**src/rtl/core/pa_gain_cal_bilinear_lookup_top_assert.svh**
```systemverilog
// Assertion macros shared by the PA gain calibration lookup RTL.
// Expects signals named aclk and aresetn in the including module.
`ifndef PA_GAIN_CAL_BILINEAR_LOOKUP_TOP_ASSERT_SVH
`define PA_GAIN_CAL_BILINEAR_LOOKUP_TOP_ASSERT_SVH
`ifndef SYNTHESIS
`define PGCBL_ASSERT(label, prop, msg) \
    label: assert property (@(posedge aclk) disable iff (!aresetn) prop) else $error(msg);
`define PGCBL_ASSERT_IMP(label, ante, cons, msg) \
    label: assert property (@(posedge aclk) disable iff (!aresetn) (ante) |-> (cons)) \
        else $error(msg);
`else
`define PGCBL_ASSERT(label, prop, msg)
`define PGCBL_ASSERT_IMP(label, ante, cons, msg)
`endif
`endif

```
**src/rtl/core/pgcbl_pkg.sv**
```systemverilog
// Shared types and constants for the PA gain calibration lookup.
// No dependencies.
`timescale 1ns / 1ps
package pgcbl_pkg;
    localparam int MAX_POINTS_DEF = 16;
    localparam int MAX_BANDS_DEF  = 32;
    localparam int FREQ_W  = 24;
    localparam int VAL_W   = 16;
    localparam int NVAL    = 5;
    localparam int Q_W     = 16;
    localparam int S_W     = 128;
    localparam int M_W     = 88;

    localparam logic [1:0] OP_APPEND_POINT = 2'd0;
    localparam logic [1:0] OP_APPEND_BAND  = 2'd1;
    localparam logic [1:0] OP_LOOKUP       = 2'd2;
    localparam logic [1:0] OP_RESERVED     = 2'd3;

    localparam logic [1:0] ST_OK   = 2'd0;
    localparam logic [1:0] ST_MISS = 2'd1;
    localparam logic [1:0] ST_FULL = 2'd2;

    // Value slots of a band: radio temp, PA temp, attenuator, low power, high power.
    localparam int IDX_RADIO = 0;
    localparam int IDX_PAM   = 1;
    localparam int IDX_VVA   = 2;
    localparam int IDX_LOW   = 3;
    localparam int IDX_HIGH  = 4;

    typedef logic [NVAL-1:0][VAL_W-1:0] band_t;

    typedef struct packed {
        logic accept;
        logic append;
        logic set_miss;
        logic set_ok;
        logic pt_clear;
        logic pt_next;
        logic pick_single;
        logic pick_pair;
        logic band_start;
        logic band_step;
        logic sel_eval;
        logic div_pw;
        logic lerp_pw;
        logic eval_next;
        logic eval_last;
        logic div_fr;
        logic lerp_fr;
        logic out_load;
    } pgcbl_cmd_t;

    typedef struct packed {
        logic [1:0] op;
        logic pc_zero;
        logic pt_eq;
        logic pt_br;
        logic pt_last;
        logic n_zero;
        logic low_hit;
        logic band_last;
        logic ev_fail;
        logic ev_lerp;
        logic div_done;
        logic lerp_done;
        logic pair;
        logic phase;
        logic out_free;
    } pgcbl_stat_t;
endpackage

```
**src/rtl/core/pgcbl_ctrl.sv**
```systemverilog
// Controller state machine of the calibration lookup; sequences the datapath.
// Depends on pgcbl_pkg and the assertion macro header.
`timescale 1ns / 1ps
`include "pa_gain_cal_bilinear_lookup_top_assert.svh"
module pgcbl_ctrl
    import pgcbl_pkg::*;
(
    input  logic        aclk,
    input  logic        aresetn,
    input  logic        s_tvalid,
    output logic        s_tready,
    output pgcbl_cmd_t  cmd,
    input  pgcbl_stat_t stat
);
    localparam logic [3:0] S_IDLE   = 4'd0;
    localparam logic [3:0] S_OP     = 4'd1;
    localparam logic [3:0] S_P_RD   = 4'd2;
    localparam logic [3:0] S_P_CHK  = 4'd3;
    localparam logic [3:0] S_BC_RD  = 4'd4;
    localparam logic [3:0] S_BC_CHK = 4'd5;
    localparam logic [3:0] S_B_RD   = 4'd6;
    localparam logic [3:0] S_B_CHK  = 4'd7;
    localparam logic [3:0] S_SEL    = 4'd8;
    localparam logic [3:0] S_BDIV   = 4'd9;
    localparam logic [3:0] S_BLERP  = 4'd10;
    localparam logic [3:0] S_EVDONE = 4'd11;
    localparam logic [3:0] S_FDIV   = 4'd12;
    localparam logic [3:0] S_FLERP  = 4'd13;
    localparam logic [3:0] S_DONE   = 4'd14;

    logic [3:0] state_reg, state_next;

    assign s_tready = (state_reg == S_IDLE);

    always_comb begin
        state_next = state_reg;
        cmd        = '0;
        case (state_reg)
            S_IDLE: begin
                if (s_tvalid) begin
                    cmd.accept = 1'b1;
                    state_next = S_OP;
                end
            end
            S_OP: begin
                case (stat.op)
                    OP_APPEND_POINT, OP_APPEND_BAND: begin
                        cmd.append = 1'b1;
                        state_next = S_DONE;
                    end
                    OP_LOOKUP: begin
                        if (stat.pc_zero) begin
                            cmd.set_miss = 1'b1;
                            state_next   = S_DONE;
                        end else begin
                            cmd.pt_clear = 1'b1;
                            state_next   = S_P_RD;
                        end
                    end
                    default: begin
                        cmd.set_miss = 1'b1;
                        state_next   = S_DONE;
                    end
                endcase
            end
            S_P_RD: state_next = S_P_CHK;
            S_P_CHK: begin
                if (stat.pt_eq) begin
                    cmd.pick_single = 1'b1;
                    state_next      = S_BC_RD;
                end else if (stat.pt_br) begin
                    cmd.pick_pair = 1'b1;
                    state_next    = S_BC_RD;
                end else if (stat.pt_last) begin
                    cmd.set_miss = 1'b1;
                    state_next   = S_DONE;
                end else begin
                    cmd.pt_next = 1'b1;
                    state_next  = S_P_RD;
                end
            end
            S_BC_RD: state_next = S_BC_CHK;
            S_BC_CHK: begin
                if (stat.n_zero) begin
                    cmd.set_miss = 1'b1;
                    state_next   = S_DONE;
                end else begin
                    cmd.band_start = 1'b1;
                    state_next     = S_B_RD;
                end
            end
            S_B_RD: state_next = S_B_CHK;
            S_B_CHK: begin
                cmd.band_step = 1'b1;
                state_next = (stat.low_hit || stat.band_last) ? S_SEL : S_B_RD;
            end
            S_SEL: begin
                cmd.sel_eval = 1'b1;
                if (stat.ev_fail) begin
                    cmd.set_miss = 1'b1;
                    state_next   = S_DONE;
                end else if (stat.ev_lerp) begin
                    cmd.div_pw = 1'b1;
                    state_next = S_BDIV;
                end else begin
                    state_next = S_EVDONE;
                end
            end
            S_BDIV: begin
                if (stat.div_done) begin
                    cmd.lerp_pw = 1'b1;
                    state_next  = S_BLERP;
                end
            end
            S_BLERP: begin
                if (stat.lerp_done) begin
                    state_next = S_EVDONE;
                end
            end
            S_EVDONE: begin
                if (!stat.pair) begin
                    cmd.set_ok = 1'b1;
                    state_next = S_DONE;
                end else if (!stat.phase) begin
                    cmd.eval_next = 1'b1;
                    state_next    = S_BC_RD;
                end else begin
                    cmd.eval_last = 1'b1;
                    cmd.div_fr    = 1'b1;
                    state_next    = S_FDIV;
                end
            end
            S_FDIV: begin
                if (stat.div_done) begin
                    cmd.lerp_fr = 1'b1;
                    state_next  = S_FLERP;
                end
            end
            S_FLERP: begin
                if (stat.lerp_done) begin
                    cmd.set_ok = 1'b1;
                    state_next = S_DONE;
                end
            end
            S_DONE: begin
                if (stat.out_free) begin
                    cmd.out_load = 1'b1;
                    state_next   = S_IDLE;
                end
            end
            default: state_next = S_IDLE;
        endcase
    end

    always_ff @(posedge aclk) begin
        if (!aresetn) begin
            state_reg <= S_IDLE;
        end else begin
            state_reg <= state_next;
        end
    end

    `PGCBL_ASSERT_IMP(a_accept_to_op, s_tvalid && s_tready, ##1 state_reg == S_OP, "no decode")
    `PGCBL_ASSERT_IMP(a_div_done_wait, stat.div_done, state_reg == S_BDIV || state_reg == S_FDIV, "div")
    `PGCBL_ASSERT_IMP(a_lerp_done_wait, stat.lerp_done, state_reg == S_BLERP || state_reg == S_FLERP, "lerp")
    `PGCBL_ASSERT(a_band_chk_order, (state_reg == S_B_CHK) |-> ($past(state_reg) == S_B_RD), "band")
endmodule

```
**config.mk**
```make
export PLATFORM = sky130hd
export DESIGN_NAME = pgcbl_ctrl
export DESIGN_NICKNAME = d
export VERILOG_FILES = /design/src/rtl/core/pgcbl_pkg.sv /design/src/rtl/core/pgcbl_ctrl.sv
export VERILOG_INCLUDE_DIRS = /design/src /design/src/rtl/core
export SDC_FILE = /design/constraint.sdc
export NUM_CORES = 1
export LEC_CHECK = 0
export CAP_MARGIN = 20
export CORE_AREA = 2 2 39 41
export CTS_CLUSTER_SIZE = 16
export DETAILED_ROUTE_END_ITERATION = 8
export DIE_AREA = 0 0 41 43
export DONT_BUFFER_PORTS = 1
export PLACE_DENSITY = 0.69
export SLEW_MARGIN = 25
export SYNTH_ARGS = -nofsm -noshare
export SYNTH_HDL_FRONTEND = slang
export SYNTH_SLANG_ARGS = --single-unit
```
**constraint.sdc**
```tcl
create_clock -name aclk -period 1.9 [get_ports aclk]
set_input_delay 0.19 -clock aclk [delete_from_list [all_inputs] [get_ports aclk]]
set_output_delay 0.19 -clock aclk [all_outputs]
set_load 0.01 [all_outputs]
```
==> results of run 1 <==
==> worst max-delay path: cells and delay by family, from the launching register on <==
family / cells / cell delay, ns
flip-flops: 1 / 0.41
AND/OR/NAND/NOR: 3 / 0.63
AO/OA/AOI/OAI: 2 / 0.33
==> layer usage <==
metal,vias up,wire [µm],share of wire [%],global-route usage (%)
met3,2,108,6.2,6.283
met4,0,8,0.46,4.000
li1,391,-,-,-
met2,24,852,49,35.00
met1,351,775,44,27.48
met5,-,0,0,0
==> area by class of cell <==
class	instances	area (µm²)
Multi-Input combinational cell	90	568.0
Timing Repair Buffer	8	60.06
Tap cell	16	20.02
Sequential cell	4	81.33
Fill cell	147	613.1
Clock buffer	3	22.52
Inverter	5	18.77
==> kinds of logic after synthesis <==
kind of cell	after synthesis	synth area share (%)
XOR/XNOR	1	1.218
AO/OA/AOI/OAI	25	26.44
buffers and inverters	14	10.26
flip-flops	4	11.13
multiplexers	3	4.348
AND/OR/NAND/NOR	61	46.61
==> power groups by stage <==
stage	logic [mW]	clock network [mW]	registers (mW)
6_report	0.747	0.112	0.177
5_1_grt	0.822	0.118	0.185
4_1_cts	0.741	0.114	0.175
3_5_place_dp	0.739	0	0.176
3_3_place_gp	0.730	0	0.173
2_1_floorplan	0.646	0	0.128
==> how the worst max path moves through the flow <==
stage / endpoint / slack (ns)
3_5_place_dp: state_reg[2] / 0.19
2_1_floorplan: cmd[17] / 0.34
4_1_cts: cmd[15] / 0.1
6_report: cmd[15] / 0.1
3_3_place_gp: state_reg[2] / 0.24
5_1_grt: cmd[15] / 0.006
==> placed cells by master (no fill, tap or decap), drive strengths merged, types with 2 or more instances in the layout <==
cell type / Yosys / final
nand2: 15 / 15
nor2: 13 / 13
o21ai: 10 / 10
buf: 8 / 8
inv: 5 / 5
nand3: 4 / 4
dfxtp: 4 / 4
and2: 4 / 4
nor2b: 4 / 4
nand2b: 3 / 3
nor3: 3 / 3
nor4: 3 / 3
and3: 3 / 3
clkbuf: 1 / 3
a31oi: 2 / 2
nor3b: 2 / 2
a21oi: 2 / 2
mux2i: 2 / 2
or3: 2 / 2
o32ai: 2 / 2
==> timing repair <==
action / 4_1_cts / 5_1_grt
endpoints found under the setup margin: 1 / 1
pin swaps: 0 / 0
resized for setup: 1 / 1
==> results by group, run 1 <==
Setup path
  – Critical Path Max Stage Delay: between 0.4 and 0.5 ns
  – Critical path required time: 1.71 ns
  – Crit path launch: state_reg[3]
  – RR Endpoint: state_reg[3]
  – CP Capture Type: primary output
  – Slack of the worst reg-to-reg path: 0.21 ns
  – R2R cell count: 5
  – Crit path max-delay cell type: dfxtp_1
  – Crit path launch type: flop
  – Crit Path Max Fanout: 10
  – WP data arrival: 1.61 ns
  – Crit-path cells: nor2_4 -> nand2_1 -> or3_4 -> o21ai_2 -> a221o_1
  – Critical path type: reg2out
  – Reg2reg start: state_reg[3]

Final layout
  – Ant diodes: 0
  – Nets: between 100 and 150
  – Largest register FFs: 4
  – Area growth syn-to-layout: 7.130%
  – Final Instance Count excl. Fillers: 126
  – Ratio of cells with drive above 1 in the final layout: 22.73%
  – Finished Cell Area: roughly 770 µm²
  – Final Util: 55.70%

Global routing
  – Total grt overflow: 0
  – Global Route Usage Sum: a little over a fifth
  – Largest net degree at the start of global routing: 20
  – First-pass GRT wire length: 2.677 mm
  – Vias in the first global route: 651
  – Antenna violations before repair: 0

Power and ir drop
  – P_int: 0.5262 mW
  – Sequential fraction of design power: 17.1%
  – Leak pwr: 0.3027 nW
  – Clock power share: 10.8%
  – Power density cells: 1343 nW/µm²
  – Net Sw Frac: 49.17%
  – Comb pwr share: 72.1%
  – NetSw: 0.5091 mW
  – Peak VDD IR: 0.9041 mV
  – Power Total: 1.035 mW

Synth
  – Most common cell in the netlist: nand2_1
  – Synth area leader: dfxtp_1
  – Post-Synthesis Cell Area: ~720 µm²
  – Most common library cells after synthesis: 15 x nand2_1, 12 x nor2_1, 7 x o21ai_0
  – Share of the synthesized area in the top cell type: approximately 11%
  – EDFF count, synth: 0
  – Syn. warnings: 0
  – Mapped Nets: 127
  – Yosys reg bits: 4
  – Post-synth ARST share: 0%
  – Synth unique cells: 45
  – Cells after Synth: 108
  – Top post-synthesis cells by area: dfxtp_1 11%, nand2_1 7.8%, nor2_1 6.3%
  – Main synth FF type: dfxtp_1
  – Register area share after synthesis: 11.13%
  – Mean Syn Cell Area: between 6 and 7 µm²

CTS
  – Post-CTS Setup Bufs: 0
  – Root buf cell: clkbuf_4
  – H-tree depth: 1
  – Clock Pin Slew Worst Setup and Hold Paths: 0.04 ns
  – Max clock buf depth: 2
  – Hold-fix buffers, CTS: 0
  – TritonCTS buffer count: 3
  – CTS sink cnt: 4
  – CTS tree: built
  – Clock Latency Late Sink: 0.25 ns

Min path
  – Hold_sp: aresetn
  – Hold path depth: 1
  – Hold EP: state_reg[1]
  – Worst hold path type: in2reg

STA
  – Final setup viols: 0
  – Slew margin rel.: 64.93%
  – Final Cycle Share: 94.91%
  – Fin. Hold Viols: 0
  – Tightest Pin Transition: around 0.52 ns
  – Setup tns final: 0 ns
  – Unrepaired setup endpoints after global routing: false
  – Worst hold margin: 0.07620 ns
  – F_max: approximately 0.55 GHz
  – Min Tclk post-route: 1.803 ns
  – Final worst setup slack: 0.09666 ns
  – Layout Skew: 0.005013 ns
  – Max-slew violation count: 0

Placed design
  – Placed insts: 123
  – Placement Setup Slack: around 0.19 ns
  – Port bufs: 0
  – RD Place Congestion: around 0.8
  – DP Area: 744.5 µm²
  – Post-DP HPWL: around 1.4 mm

Drt
  – Pre-Repair DR Iteration Count: 4
  – Wire length per cell: 13.85 µm
  – Routed vias: 768
  – Iter 0 DRT Violations: 9
  – # DRC: 0
  – Vias/cell: between 6 and 7
  – Routed WL: 1.745 mm
  – Detail Route Antenna Nets: 0

Floorplan
  – Floorplan row count: 14
  – DIE WIDTH: 41 µm
  – Initial core utilization: between 50 and 60%
  – IO Count: 38
  – Die ar.: 1763 µm²
  – Die H: about 43 µm
  – Core ar.: around 1400 µm²

Outcome
  – Outcome: finished, final reports clean

Flow run
  – Max Cap Viol: 0
(Power assumes the default switching activity.)
==> run 2: changes to the inputs <==
--- a/config.mk
+++ b/config.mk
@@ -12,6 +12,7 @@
 export DETAILED_ROUTE_END_ITERATION = 8
 export DIE_AREA = 0 0 41 43
 export DONT_BUFFER_PORTS = 1
+export HOLD_SLACK_MARGIN = 0.03
 export PLACE_DENSITY = 0.69
 export SLEW_MARGIN = 25
 export SYNTH_ARGS = -nofsm -noshare
==> constraint.sdc (replaced) <==
create_clock -name aclk -period 1.9 [get_ports aclk]
set_input_delay 0.19 -clock aclk [delete_from_list [all_inputs] [get_ports aclk]]
set_output_delay 0.19 -clock aclk [all_outputs]
set_load 0.1 [all_outputs]
==> run 2 against run 1 <==
  * Sequential power decreased by 7%
  * Flip-flop and latch count unchanged
  * Utilization increased by 34 points
  * First-iteration DRC count increased by 130%
  * Total power increased by 77%
  * Count of clock-buffer cells in the layout unchanged
  * Final area increased by 61%
  * Via count increased by 15%
  * Sequential share of layout area decreased by 3.7 points
  * Non-clock buffer count increased by 19
  * Wire length increased by 30%
  * Clock power decreased by 9%
  * Critical path type unchanged
  * Highest routed layer is now met3
==> results by group, run 2 (synthesis gave the netlist of run 1 again) <==
Floorplan
  – DIE WIDTH: 41 µm
  – Die H: 43 µm
  – Initial core utilization: 51.99%
  – Die ar.: around 1800 µm²
  – IO Count: 38
  – Floorplan row count: 14
  – Core ar.: between 1000 and 1500 µm²

Drt
  – Routed WL: 2.267 mm
  – Detail Route Antenna Nets: 0
  – # DRC: 0
  – Vias/cell: 6.117
  – Pre-Repair DR Iteration Count: 4
  – Iter 0 DRT Violations: 21
  – Wire length per cell: 15.63 µm
  – Routed vias: 887

Global routing
  – Total grt overflow: 0
  – Vias in the first global route: 850
  – Largest net degree at the start of global routing: 20
  – Global Route Usage Sum: 28.17%
  – First-pass GRT wire length: 3.491 mm
  – Antenna violations before repair: 0

Setup path
  – Critical Path Max Stage Delay: between 0.3 and 0.4 ns
  – Critical path type: reg2out
  – Crit path max-delay cell type: or3_4
  – Crit-path cells: and2_4 -> nand2_4 -> or3_4 -> o21ai_2 -> a221o_2 -> buf_12
  – Crit Path Max Fanout: 4
  – CP delay by family, top: simple AND/OR/NAND/NOR gates
  – CP Capture Type: primary output
  – WP data arrival: roughly 1.7 ns
  – Crit path buf inv count: 1
  – Critical path required time: 1.71 ns
  – Crit path launch type: flop

Placed design
  – Placement Setup Slack: approximately 0.15 ns
  – Post-DP HPWL: 1.862 mm
  – Port bufs: 0
  – RD Place Congestion: ~0.87
  – DP Area: 1182 µm²

Final layout
  – Most frequent cells in the layout: 16 x buf_12, 14 x nand2_1, 11 x buf_4
  – Nets: 150
  – Finished Cell Area: 1240 µm²
  – Area growth syn-to-layout: 72.35%
  – Largest register FFs: 4
  – Ant diodes: 0
  – Ratio of cells with drive above 1 in the final layout: 50.39%
  – Commonest non-fill, non-tap cell in the layout: buf_12

STA
  – Final Cycle Share: 97.09%
  – F_max: 0.5421 GHz
  – Slew margin rel.: 75.10%
  – Final worst setup slack: 0.05530 ns
  – Tightest Pin Transition: between 0.3 and 0.4 ns
  – Layout Skew: around 0.0036 ns
  – Final setup viols: 0
  – Max-slew violation count: 0
  – Unrepaired setup endpoints after global routing: false
  – Worst hold margin: between 0.09 and 0.1 ns
  – Fin. Hold Viols: 0
  – Min Tclk post-route: between 1.5 and 2 ns
  – Setup tns final: 0 ns

CTS
  – TritonCTS buffer count: 3
  – CTS tree: built
  – CTS sink cnt: 4
  – H-tree depth: 1
  – Max clock buf depth: 2
  – Clock Pin Slew Worst Setup and Hold Paths: 0.03 ns
  – Root buf cell: clkbuf_4
  – Clock Latency Late Sink: ~0.23 ns
  – Hold-fix buffers, CTS: 0

Outcome
  – Outcome: finished, final reports clean

Power and ir drop
  – Power density cells: ~1500 nW/µm²
  – Leak pwr: 0.4746 nW
  – Power Total: about 1.8 mW
  – Peak VDD IR: 1.588 mV

Flow run
  – Max Cap Viol: 0

Min path
  – Worst hold path type: in2reg
==> run 2: final cells by class <==
| cell class | instances | area (µm²) |
|---|---|---|
| Inverter | 5 | 18.77 |
| Timing Repair Buffer | 27 | 402.9 |
| Multi-Input combinational cell | 90 | 690.7 |
| Sequential cell | 4 | 85.08 |
| Tap cell | 16 | 20.02 |
| Clock buffer | 3 | 22.52 |
| Fill cell | 66 | 143.9 |
==> run 2: power breakdown <==
part           switching [mW]  internal (mW)  total, mW
Clock                  0.0316         0.0704      0.102
Sequential             0.0421          0.123      0.165
Combinational           0.993          0.572       1.56
Total                    1.07          0.766       1.83
==> run 2: worst paths after layout <==
path / to / slack (ns) / from / depth (start not counted)
worst max-delay path: cmd[15] / 0.06 / state_reg[0] / 6
worst min-delay path: state_reg[1] / 0.1 / aresetn / 1
worst max register to register: state_reg[1] / 0.18 / state_reg[3] / 7
worst min register to register: state_reg[2] / 0.72 / state_reg[2] / 3
==> run 2: routing by layer <==
metal  global-route usage (%)  wire, µm
met2                    52.50      1275
met5                        0         0
met3                    4.188       165
met1                    31.72       826
met4                    4.000         0
==> run 2: repair_timing <==
item / in CTS / in global routing
pin swaps: 1 / 2
gates resized for setup: 3 / 5
buffers inserted: 0 / 2
setup endpoints to repair: 1 / 1
==> run 2: through the flow <==
| stage | instances | util [%] |
|---|---|---|
| floorplan | 108 | - |
| global placement | 140 | 85.44 |
| detailed placement | 140 | 85.44 |
| CTS | 143 | 87.34 |
| global route | 145 | 89.60 |
| finish | 145 | 89.60 |
